<file path="src/rtl/core/dbgatp_pkg.sv">
// dbgatp_pkg: shared types and constants of the debug argument token parser
// no dependencies; imported by debug_argument_token_parser_unit and its testbench
`timescale 1ns / 1ps

package dbgatp_pkg;

   // register file geometry
   localparam int unsigned REG_COUNT = 16;
   localparam int unsigned REG_IDX_W = $clog2(REG_COUNT);
   localparam int unsigned DATA_W    = 32;

   // request kinds carried on req_type
   typedef logic [1:0] req_kind_type;
   localparam req_kind_type REQ_CHAR  = 2'd0;
   localparam req_kind_type REQ_EOL   = 2'd1;
   localparam req_kind_type REQ_WRITE = 2'd2;

   // token parse phases
   typedef enum logic [3:0] {
      PH_ROOT,
      PH_REG,
      PH_REG2,
      PH_LR,
      PH_PC,
      PH_SP,
      PH_DEC,
      PH_HEX,
      PH_PREFIX,
      PH_SUFFIX
   } phase_type;

   // named register slots
   localparam logic [REG_IDX_W-1:0] IDX_SP = REG_IDX_W'(13);
   localparam logic [REG_IDX_W-1:0] IDX_LR = REG_IDX_W'(14);
   localparam logic [REG_IDX_W-1:0] IDX_PC = REG_IDX_W'(15);
   localparam logic [REG_IDX_W-1:0] IDX_HI_BASE = REG_IDX_W'(10);

   // characters
   localparam logic [7:0] CH_NUL    = 8'h00;
   localparam logic [7:0] CH_SPACE  = 8'h20;
   localparam logic [7:0] CH_DOLLAR = 8'h24;
   localparam logic [7:0] CH_0      = 8'h30;
   localparam logic [7:0] CH_1      = 8'h31;
   localparam logic [7:0] CH_5      = 8'h35;
   localparam logic [7:0] CH_9      = 8'h39;
   localparam logic [7:0] CH_UA     = 8'h41;
   localparam logic [7:0] CH_UF     = 8'h46;
   localparam logic [7:0] CH_UX     = 8'h58;
   localparam logic [7:0] CH_LA     = 8'h61;
   localparam logic [7:0] CH_LC     = 8'h63;
   localparam logic [7:0] CH_LF     = 8'h66;
   localparam logic [7:0] CH_LL     = 8'h6c;
   localparam logic [7:0] CH_LP     = 8'h70;
   localparam logic [7:0] CH_LR     = 8'h72;
   localparam logic [7:0] CH_LS     = 8'h73;
   localparam logic [7:0] CH_LX     = 8'h78;

   // letter digit offset: low nibble of 'a'/'A' is 1, digit value is nibble + 9
   localparam logic [3:0] HEX_LETTER_OFS = 4'd9;

   // one result word
   typedef struct packed {
      logic [DATA_W-1:0] value;
      logic              is_error;
   } rsp_word_type;

endpackage

</file>
<file path="src/rtl/core/debug_argument_token_parser_unit.sv">
// debug_argument_token_parser_unit: character-serial debugger argument parser
// with a 16-entry register file in a synchronous memory; depends on dbgatp_pkg
`timescale 1ns / 1ps

// usage
//  - req channel: one word per item; req_type selects a character (req_char_code),
//    end of line, or a register file write (req_reg_index, req_reg_value)
//  - rsp channel: one word per finished token (rsp_value) or per first bad
//    character of a line (rsp_is_error set, rsp_value zero)
//  - one item accepted per cycle while req_ready is high; the per-character accumulator
//    update and the register file read of the naming character happen as the item is taken
//  - a result is registered into the output queue as the item that caused it is accepted
//  - register names read the memory at the naming character; the registered read
//    data then stands in for the accumulator until the token ends, so a space
//    right after the name is served with no bubble
//  - results go through a two-word output queue; req_ready drops only when both
//    words wait, so an item is still taken while one result is stalled
//  - reset (synchronous, active high) returns the line state to the start of a
//    token, empties the queue and marks every register as zero through a row of
//    valid bits; the memory itself is not swept
module debug_argument_token_parser_unit
   import dbgatp_pkg::*;
(
   input  logic                 clock,
   input  logic                 reset,
   // request channel
   input  logic                 req_valid,
   output logic                 req_ready,
   input  logic [1:0]           req_type,
   input  logic [7:0]           req_char_code,
   input  logic [REG_IDX_W-1:0] req_reg_index,
   input  logic [DATA_W-1:0]    req_reg_value,
   // result channel
   output logic                 rsp_valid,
   input  logic                 rsp_ready,
   output logic [DATA_W-1:0]    rsp_value,
   output logic                 rsp_is_error
);

   // line state
   phase_type            phase_ff, phase_in;
   logic [DATA_W-1:0]    acc_ff, acc_in;
   logic                 acc_sel_ff, acc_sel_in;   // accumulator is the memory read data
   logic                 started_ff, started_in;
   logic                 halted_ff, halted_in;

   // register file
   logic [DATA_W-1:0]    regfile_mem [REG_COUNT];
   logic [REG_COUNT-1:0] rf_valid_ff;
   logic [DATA_W-1:0]    rd_data_ff;
   logic                 rd_valid_ff;
   logic                 rd_en;
   logic [REG_IDX_W-1:0] rd_addr;
   logic                 wr_en;

   // output queue
   rsp_word_type         q0_ff, q0_in, q1_ff, q1_in;
   logic                 q0_valid_ff, q0_valid_in, q1_valid_ff, q1_valid_in;
   logic                 push, pop;
   rsp_word_type         push_word;

   // decode helpers
   logic                 in_fire;
   logic [7:0]           cc;
   logic                 is_dig, is_lhex, is_uhex;
   logic [3:0]           hex_val;
   logic [DATA_W-1:0]    acc_eff;
   logic                 bad;

   assign in_fire = req_valid && req_ready;
   assign req_ready = !q1_valid_ff;
   assign pop = q0_valid_ff && rsp_ready;
   assign wr_en = in_fire && (req_type == REQ_WRITE);

   assign cc      = req_char_code;
   assign is_dig  = (cc >= CH_0) && (cc <= CH_9);
   assign is_lhex = (cc >= CH_LA) && (cc <= CH_LF);
   assign is_uhex = (cc >= CH_UA) && (cc <= CH_UF);
   assign hex_val = is_dig ? cc[3:0] : (cc[3:0] + HEX_LETTER_OFS);

   // never-written registers read as zero
   assign acc_eff = acc_sel_ff ? (rd_valid_ff ? rd_data_ff : '0) : acc_ff;

   // next line state and result
   always_comb begin
      phase_in   = phase_ff;
      acc_in     = acc_ff;
      acc_sel_in = acc_sel_ff;
      started_in = started_ff;
      halted_in  = halted_ff;
      rd_en      = 1'b0;
      rd_addr    = '0;
      push       = 1'b0;
      push_word  = '0;
      bad        = 1'b0;
      if (in_fire) begin
         unique case (req_type)
            REQ_EOL: begin
               push_word.value = acc_eff;
               push = !halted_ff && started_ff;
               phase_in   = PH_ROOT;
               acc_in     = '0;
               acc_sel_in = 1'b0;
               started_in = 1'b0;
               halted_in  = 1'b0;
            end
            REQ_CHAR: begin
               if (!halted_ff) begin
                  if ((cc == CH_SPACE) || (cc == CH_NUL)) begin
                     // token separator, or end of text
                     push = 1'b1;
                     push_word.value = acc_eff;
                     phase_in   = PH_ROOT;
                     acc_in     = '0;
                     acc_sel_in = 1'b0;
                     started_in = 1'b0;
                     if (cc == CH_NUL) begin
                        halted_in = 1'b1;
                     end
                  end else begin
                     started_in = 1'b1;
                     unique case (phase_ff)
                        PH_ROOT: begin
                           priority if (cc == CH_LR) begin
                              phase_in = PH_REG;
                           end else if (cc == CH_LP) begin
                              phase_in = PH_PC;
                           end else if (cc == CH_LS) begin
                              phase_in = PH_SP;
                           end else if (cc == CH_LL) begin
                              phase_in = PH_LR;
                           end else if (cc == CH_0) begin
                              phase_in = PH_PREFIX;
                           end else if (cc == CH_DOLLAR) begin
                              acc_in     = '0;
                              acc_sel_in = 1'b0;
                              phase_in   = PH_HEX;
                           end else if (is_dig) begin
                              acc_in     = DATA_W'(cc[3:0]);
                              acc_sel_in = 1'b0;
                              phase_in   = PH_DEC;
                           end else begin
                              bad = 1'b1;
                           end
                        end
                        PH_LR, PH_PC, PH_SP: begin
                           if (((phase_ff == PH_LR) && (cc == CH_LR)) ||
                               ((phase_ff == PH_PC) && (cc == CH_LC)) ||
                               ((phase_ff == PH_SP) && (cc == CH_LP))) begin
                              rd_en      = 1'b1;
                              rd_addr    = (phase_ff == PH_LR) ? IDX_LR :
                                           (phase_ff == PH_PC) ? IDX_PC : IDX_SP;
                              acc_sel_in = 1'b1;
                              phase_in   = PH_SUFFIX;
                           end else begin
                              bad = 1'b1;
                           end
                        end
                        PH_REG: begin
                           if (is_dig) begin
                              rd_en      = 1'b1;
                              rd_addr    = REG_IDX_W'(cc[3:0]);
                              acc_sel_in = 1'b1;
                              phase_in   = (cc == CH_1) ? PH_REG2 : PH_SUFFIX;
                           end else begin
                              bad = 1'b1;
                           end
                        end
                        PH_REG2: begin
                           if ((cc >= CH_0) && (cc <= CH_5)) begin
                              rd_en      = 1'b1;
                              rd_addr    = IDX_HI_BASE + REG_IDX_W'(cc[3:0]);
                              acc_sel_in = 1'b1;
                              phase_in   = PH_SUFFIX;
                           end else begin
                              bad = 1'b1;
                           end
                        end
                        PH_DEC: begin
                           if (is_dig) begin
                              // times ten as two shifts
                              acc_in = (acc_ff << 3) + (acc_ff << 1) + DATA_W'(cc[3:0]);
                           end else begin
                              bad = 1'b1;
                           end
                        end
                        PH_HEX: begin
                           if (is_dig || is_lhex || is_uhex) begin
                              acc_in = {acc_ff[DATA_W-5:0], hex_val};
                           end else begin
                              bad = 1'b1;
                           end
                        end
                        PH_PREFIX: begin
                           if ((cc == CH_LX) || (cc == CH_UX)) begin
                              acc_in     = '0;
                              acc_sel_in = 1'b0;
                              phase_in   = PH_HEX;
                           end else begin
                              bad = 1'b1;
                           end
                        end
                        PH_SUFFIX: begin
                           bad = 1'b1;
                        end
                        default: begin
                           bad = 1'b1;
                        end
                     endcase
                     if (bad) begin
                        // first bad character: report once, ignore the rest of the line
                        push = 1'b1;
                        push_word.value    = '0;
                        push_word.is_error = 1'b1;
                        phase_in   = PH_ROOT;
                        acc_in     = '0;
                        acc_sel_in = 1'b0;
                        started_in = 1'b0;
                        halted_in  = 1'b1;
                     end
                  end
               end
            end
            default: begin
               // register writes touch only the memory and its written marks; unused kind is dropped
            end
         endcase
      end
   end

   // line state registers
   always_ff @(posedge clock) begin
      if (reset) begin
         phase_ff   <= PH_ROOT;
         acc_ff     <= '0;
         acc_sel_ff <= 1'b0;
         started_ff <= 1'b0;
         halted_ff  <= 1'b0;
      end else begin
         phase_ff   <= phase_in;
         acc_ff     <= acc_in;
         acc_sel_ff <= acc_sel_in;
         started_ff <= started_in;
         halted_ff  <= halted_in;
      end
   end

   // register file memory, one write and one registered read per cycle;
   // a write and a read never share a cycle since each comes from its own item
   always_ff @(posedge clock) begin
      if (wr_en) begin
         regfile_mem[req_reg_index] <= req_reg_value;
      end
      if (rd_en) begin
         rd_data_ff <= regfile_mem[rd_addr];
      end
   end

   // per-entry written marks and the mark of the last read
   always_ff @(posedge clock) begin
      if (reset) begin
         rf_valid_ff <= '0;
         rd_valid_ff <= 1'b0;
      end else begin
         if (wr_en) begin
            rf_valid_ff[req_reg_index] <= 1'b1;
         end
         if (rd_en) begin
            rd_valid_ff <= rf_valid_ff[rd_addr];
         end
      end
   end

   // two-word output queue, q0 is the head
   always_comb begin
      q0_in       = q0_ff;
      q1_in       = q1_ff;
      q0_valid_in = q0_valid_ff;
      q1_valid_in = q1_valid_ff;
      if (pop) begin
         if (q1_valid_ff) begin
            q0_in       = q1_ff;
            q1_in       = push_word;
            q1_valid_in = push;
         end else begin
            q0_in       = push_word;
            q0_valid_in = push;
         end
      end else if (push) begin
         if (q0_valid_ff) begin
            q1_in       = push_word;
            q1_valid_in = 1'b1;
         end else begin
            q0_in       = push_word;
            q0_valid_in = 1'b1;
         end
      end
   end

   always_ff @(posedge clock) begin
      q0_ff <= q0_in;
      q1_ff <= q1_in;
   end

   always_ff @(posedge clock) begin
      if (reset) begin
         q0_valid_ff <= 1'b0;
         q1_valid_ff <= 1'b0;
      end else begin
         q0_valid_ff <= q0_valid_in;
         q1_valid_ff <= q1_valid_in;
      end
   end

   assign rsp_valid    = q0_valid_ff;
   assign rsp_value    = q0_ff.value;
   assign rsp_is_error = q0_ff.is_error;

`ifndef SYNTHESIS
   // the second queue word is only ever filled behind the head
   a_queue_order: assert property (@(posedge clock) disable iff (reset)
      q1_valid_ff |-> q0_valid_ff)
      else $error("output queue second word valid with empty head");

   // error results never carry a value
   a_error_zero: assert property (@(posedge clock) disable iff (reset)
      (rsp_valid && rsp_is_error) |-> (rsp_value == '0))
      else $error("error result with nonzero value");

   // end of line always reopens the line at the start of a token
   a_eol_clears: assert property (@(posedge clock) disable iff (reset)
      (in_fire && (req_type == REQ_EOL)) |=>
         (!halted_ff && !started_ff && !acc_sel_ff && (phase_ff == PH_ROOT)))
      else $error("line state not cleared after end of line");

   // memory data stands in for the accumulator only after a register name
   a_acc_sel_phase: assert property (@(posedge clock) disable iff (reset)
      acc_sel_ff |-> ((phase_ff == PH_SUFFIX) || (phase_ff == PH_REG2)))
      else $error("register read data selected outside a register token");

   // a halted line takes no register reads
   a_halt_no_read: assert property (@(posedge clock) disable iff (reset)
      halted_ff |-> !rd_en)
      else $error("register read while line halted");
`endif

endmodule

</file>
<file path="config.mk">
export PLATFORM = sky130hd
export DESIGN_NAME = debug_argument_token_parser_unit
export DESIGN_NICKNAME = d
export VERILOG_FILES = /design/src/rtl/core/dbgatp_pkg.sv /design/src/rtl/core/debug_argument_token_parser_unit.sv
export SDC_FILE = /design/constraint.sdc
export NUM_CORES = 1
export LEC_CHECK = 0
export BUFFER_PORTS_ARGS = -buffer_cell sky130_fd_sc_hd__buf_2
export CORE_MARGIN = 10
export CORE_UTILIZATION = 45
export DETAILED_ROUTE_END_ITERATION = 12
export PLACE_DENSITY_LB_ADDON = 0.2
export SKIP_LAST_GASP = 1
export SLEW_MARGIN = 30
export SYNTH_ARGS = -nofsm -noshare
export SYNTH_HDL_FRONTEND = slang
export SYNTH_SLANG_ARGS = --single-unit
export TNS_END_PERCENT = 100
</file>
<file path="constraint.sdc">
create_clock -name clock -period 17.1 [get_ports clock]
set_input_delay 3.42 -clock clock [delete_from_list [all_inputs] [get_ports clock]]
set_output_delay 3.42 -clock clock [all_outputs]
set_load 0.1 [all_outputs]
</file>
==> results by stage <==
Run status:
- The run finished with clean final reports.

Timing:
- Setup violations remaining at the end of the flow were counted as 0.
- In the post-route analysis, the smallest setup slack over all paths is 9450 ps.
- The final critical delay including setup and external delays is 7650 ps.
- The final count of hold timing violations is 0.
- After layout, the worst path uses 44.8% of the clock period.
- The worst-case headroom to the max-slew limit is 35.8%.
- The sum of negative setup slack is 0 ps.
- Setup repair after global routing left no endpoint under its margin.
- At the pin with the least slew margin, the transition time is 963 ps.
- The number of pins exceeding their max-slew limit in the final report is 0.
- The largest clock skew in the final design is 15.4 ps.
- The highest attainable clock frequency is 131 MHz.

Clock network:
- The H-tree was split into 3 levels.
- After clock tree synthesis, the repair step resized 0 gates.
- The clock net sink count is 668.
- The maximum buffer depth of the clock tree is 3.
- The tree is rooted in a clkbuf_16.
- The number of clock buffers added by TritonCTS is 72.
- The clock transition at the registers of the reported paths is 60 ps.
- At the later pin of the worst-skew pair, clock insertion delay measures 620 ps.
- Buffers added to address setup during post-CTS repair amount to 0.
- Buffers inserted to repair hold after CTS numbered 0.
- TritonCTS built the clock tree.

Synthesis:
- The total number of yosys warnings is 0.
- Summed over all instances, the cell type with the most area after synthesis is edfxtp_1.
- Synthesis inferred approximately 670 register bits.
- The post-synthesis instance area is 29700 µm².
- The most instantiated flip-flop cell in the synthesis netlist is edfxtp_1.
- Synthesis handed over a netlist of 2420 instances.
- In the synthesized netlist, the cells that appear most often are edfxtp_1, nor2_1, a21oi_1, nor3_1, clkbuf_1.
- In this run the biggest area consumer among cell types represents approximately 62% of the synthesized area.
- In this run, synthesis inferred slightly above 600 flip-flops with an integrated enable.
- Counting every net in the synthesized netlist gives 2537.
- The proportion of synthesized flip-flops having asynchronous set or reset is 0%.
- The average instance in the mapped netlist occupies 12.3 µm².
- The number of distinct library cell variants in the gate-level netlist after synthesis is 79.
- edfxtp_1 is the most common cell in the netlist.
- By area the synthesized netlist is led by edfxtp_1, nor2_1, dfxtp_1.
- For this run, the register share of the synthesized area comes to 65.5%.

Setup path:
- The worst setup path is captured at a flip-flop.
- STA classifies the critical path startpoint as a primary input.
- The path type of the worst setup path is in2reg.
- The cell count of the worst reg-to-reg path is 8.
- In this run the worst path has a maximum fanout of 64.
- STA puts the critical path data required time at 17430 ps.
- For the worst setup path, the data arrival time is between 7000 and 8000 ps.

Placement:
- Timing analysis after detailed placement gives a worst setup slack of 8930 ps.
- The half-perimeter wire length after detailed placement is approximately 41000 µm.
- The congestion estimate from routability-driven global placement came to 0.872.
- The number of port buffers is 84.

Die:
- The floorplan has 94 rows.
- The die is 277 µm tall.
- For this configuration, the core starts out at a cell density of 45.3%.
- In this run the horizontal extent of the chip is 277 µm.
- The die covers approximately 77000 µm².
- In this run the count of I/O pins placed on the die edge is 85.
- The area of the core is 65600 µm².

Detailed routing:
- Dividing the detail-routed wire length by the instance count gives 22.4 µm.
- The remaining number of nets flagged by the antenna check after routing is 0.
- The iteration count of the initial detailed-routing pass is 6.
- The first routing iteration left 1613 violations.
- In the routed layout, each cell is associated on average with a via count of approximately 5.8.
- The via count is 19.5k.
- The total wire length is 76000 µm.
- The remaining design rule violation count is 0.

Pwr:
- The total power draw is 3.43 mW.
- The worst supply voltage drop on vdd is ~0.062 mV.
- Dividing total power by cell area gives a power density of 102 nW/µm².
- The static leakage power is 11.5 nW.

Global route:
- The first global-routing pass estimated 116000 µm of wire.
- The overall global routing resource usage is 19.2%.
- The pin count of the biggest net entering global routing is roughly 200.
- The initial antenna violation count was 5.
- Global routing finished with a remaining overflow of 0.
- The number of global-route vias before repair came to 19.3k.

Hold path:
- The worst hold path passes through 2 cells.
- The class of the most critical hold timing path is reg2reg.

Flow run:
- The max-capacitance violation count is 0.

Final layout:
- The number of nets in the layout is 2580.
- The filler cells instantiated in the layout total 5681.
- In the final layout, the share of cells above drive strength 1 is 14.0%.
- The area growth from synthesis to layout is 12.8%.
-- where the power goes --
part / switching [mW] / internal, mW
sequential: 0.00239 / 1.79
clock: 0.648 / 0.907
combinational: 0.0666 / 0.0154
total: 0.717 / 2.71
-- kinds of logic after synthesis --
group / synth area share, %
XOR/XNOR: 0.825
adder cells (fa/ha/maj): 2.87
flip-flops: 65.5
AND/OR/NAND/NOR: 13.1
multiplexers: 3.89
AO/OA/AOI/OAI: 11.2
buffers and inverters: 2.57
-- cells in the final DEF, fill, tap and decap left out, types with 12 or more instances in the layout --
master     netlist  final
a21o_1          48     48
a21oi_1        231    231
a22oi_1         30     30
a311oi_1        35     35
buf_2           40     84
buf_4            5     33
clkbuf_16        0     78
clkinv_1         0     15
clkinv_2         0     16
dfxtp_1         58     58
edfxtp_1       610    610
ha_1            65     65
inv_1           18     18
mux2_2          68     68
mux2i_1         39     39
nand2_1         89     89
nand3_1         45     45
nor2_1         382    368
nor2_4           1     14
nor2b_1         43     43
nor3_1         207    203
o21ai_0         85     84
o21bai_1        35     34
xnor2_1         16     16
xor2_1          12     12
-- worst max-delay path, stage by stage --
cell and delay [ps]:
buf_2 160, inv_1 170, ha_1 410, o21bai_1 180, a21oi_1 490, ha_1 250, or3b_2 430, and3b_1 260
o21a_4 380, buf_4 410, buf_4 430, nor3_1 250, nor3_1 70, a21oi_1 150, nor2_1 50, a311oi_1 290
a21oi_1 70
-- routing by layer --
metal / part of all wire (%) / global-route usage [%] / vias up
met5: 0.058 / 0 / -
met4: 2.1 / 5.73 / 6
met3: 5.8 / 2.96 / 123
met2: 48 / 32.1 / 554
met1: 44 / 25.5 / 9703
li1: - / - / 9148
-- worst paths after layout --
path	endpoint	startpoint	slack, ps
setup / recovery	rd_data_ff[1]$_DFFE_PP_	req_char_code[1]	9450
hold / removal	rd_valid_ff$_SDFFE_PP0P_	rd_valid_ff$_SDFFE_PP0P_	470
setup reg to reg	rd_data_ff[19]$_DFFE_PP_	phase_ff[0]$_SDFFE_PP0P_	12580
hold reg to reg	rd_valid_ff$_SDFFE_PP0P_	rd_valid_ff$_SDFFE_PP0P_	470
-- registers in the layout, summed over array words and instances (netlist names) --
signal / flops
rd_valid_ff: 1
regfile_mem: 512
rf_valid_ff: 16
started_ff: 1
acc_sel_ff: 1
rsp_value: 32
rd_data_ff: 32
q1_ff: 33
q1_valid_ff: 1
halted_ff: 1
rsp_valid: 1
phase_ff: 4
acc_ff: 32
rsp_is_error: 1
-- per-stage QoR --
step                utilization, %  hold WS [ps]  instance area [µm²]  std cells
floorplan                        -           432                29700       2420
global placement              47.3           446                31000       3249
detailed placement            47.4           456                31100       3252
CTS                           51.0           464                33500       3385
global route                  51.1           492                33500       3387
finish                        51.1           466                33500       3389
-- area by class of cell --
type	instances	area (µm²)	area share (%)
Antenna cell	3	7.51	0.0224
Clock buffer	89	2010	6.01
Clock inverter	44	372	1.11
Inverter	18	67.6	0.202
Multi-Input combinational cell	1579	9660	28.8
Sequential cell	668	19500	58.1
Tap cell	864	1080	3.22
Timing Repair Buffer	124	838	2.50
(Power assumes the default switching activity.)
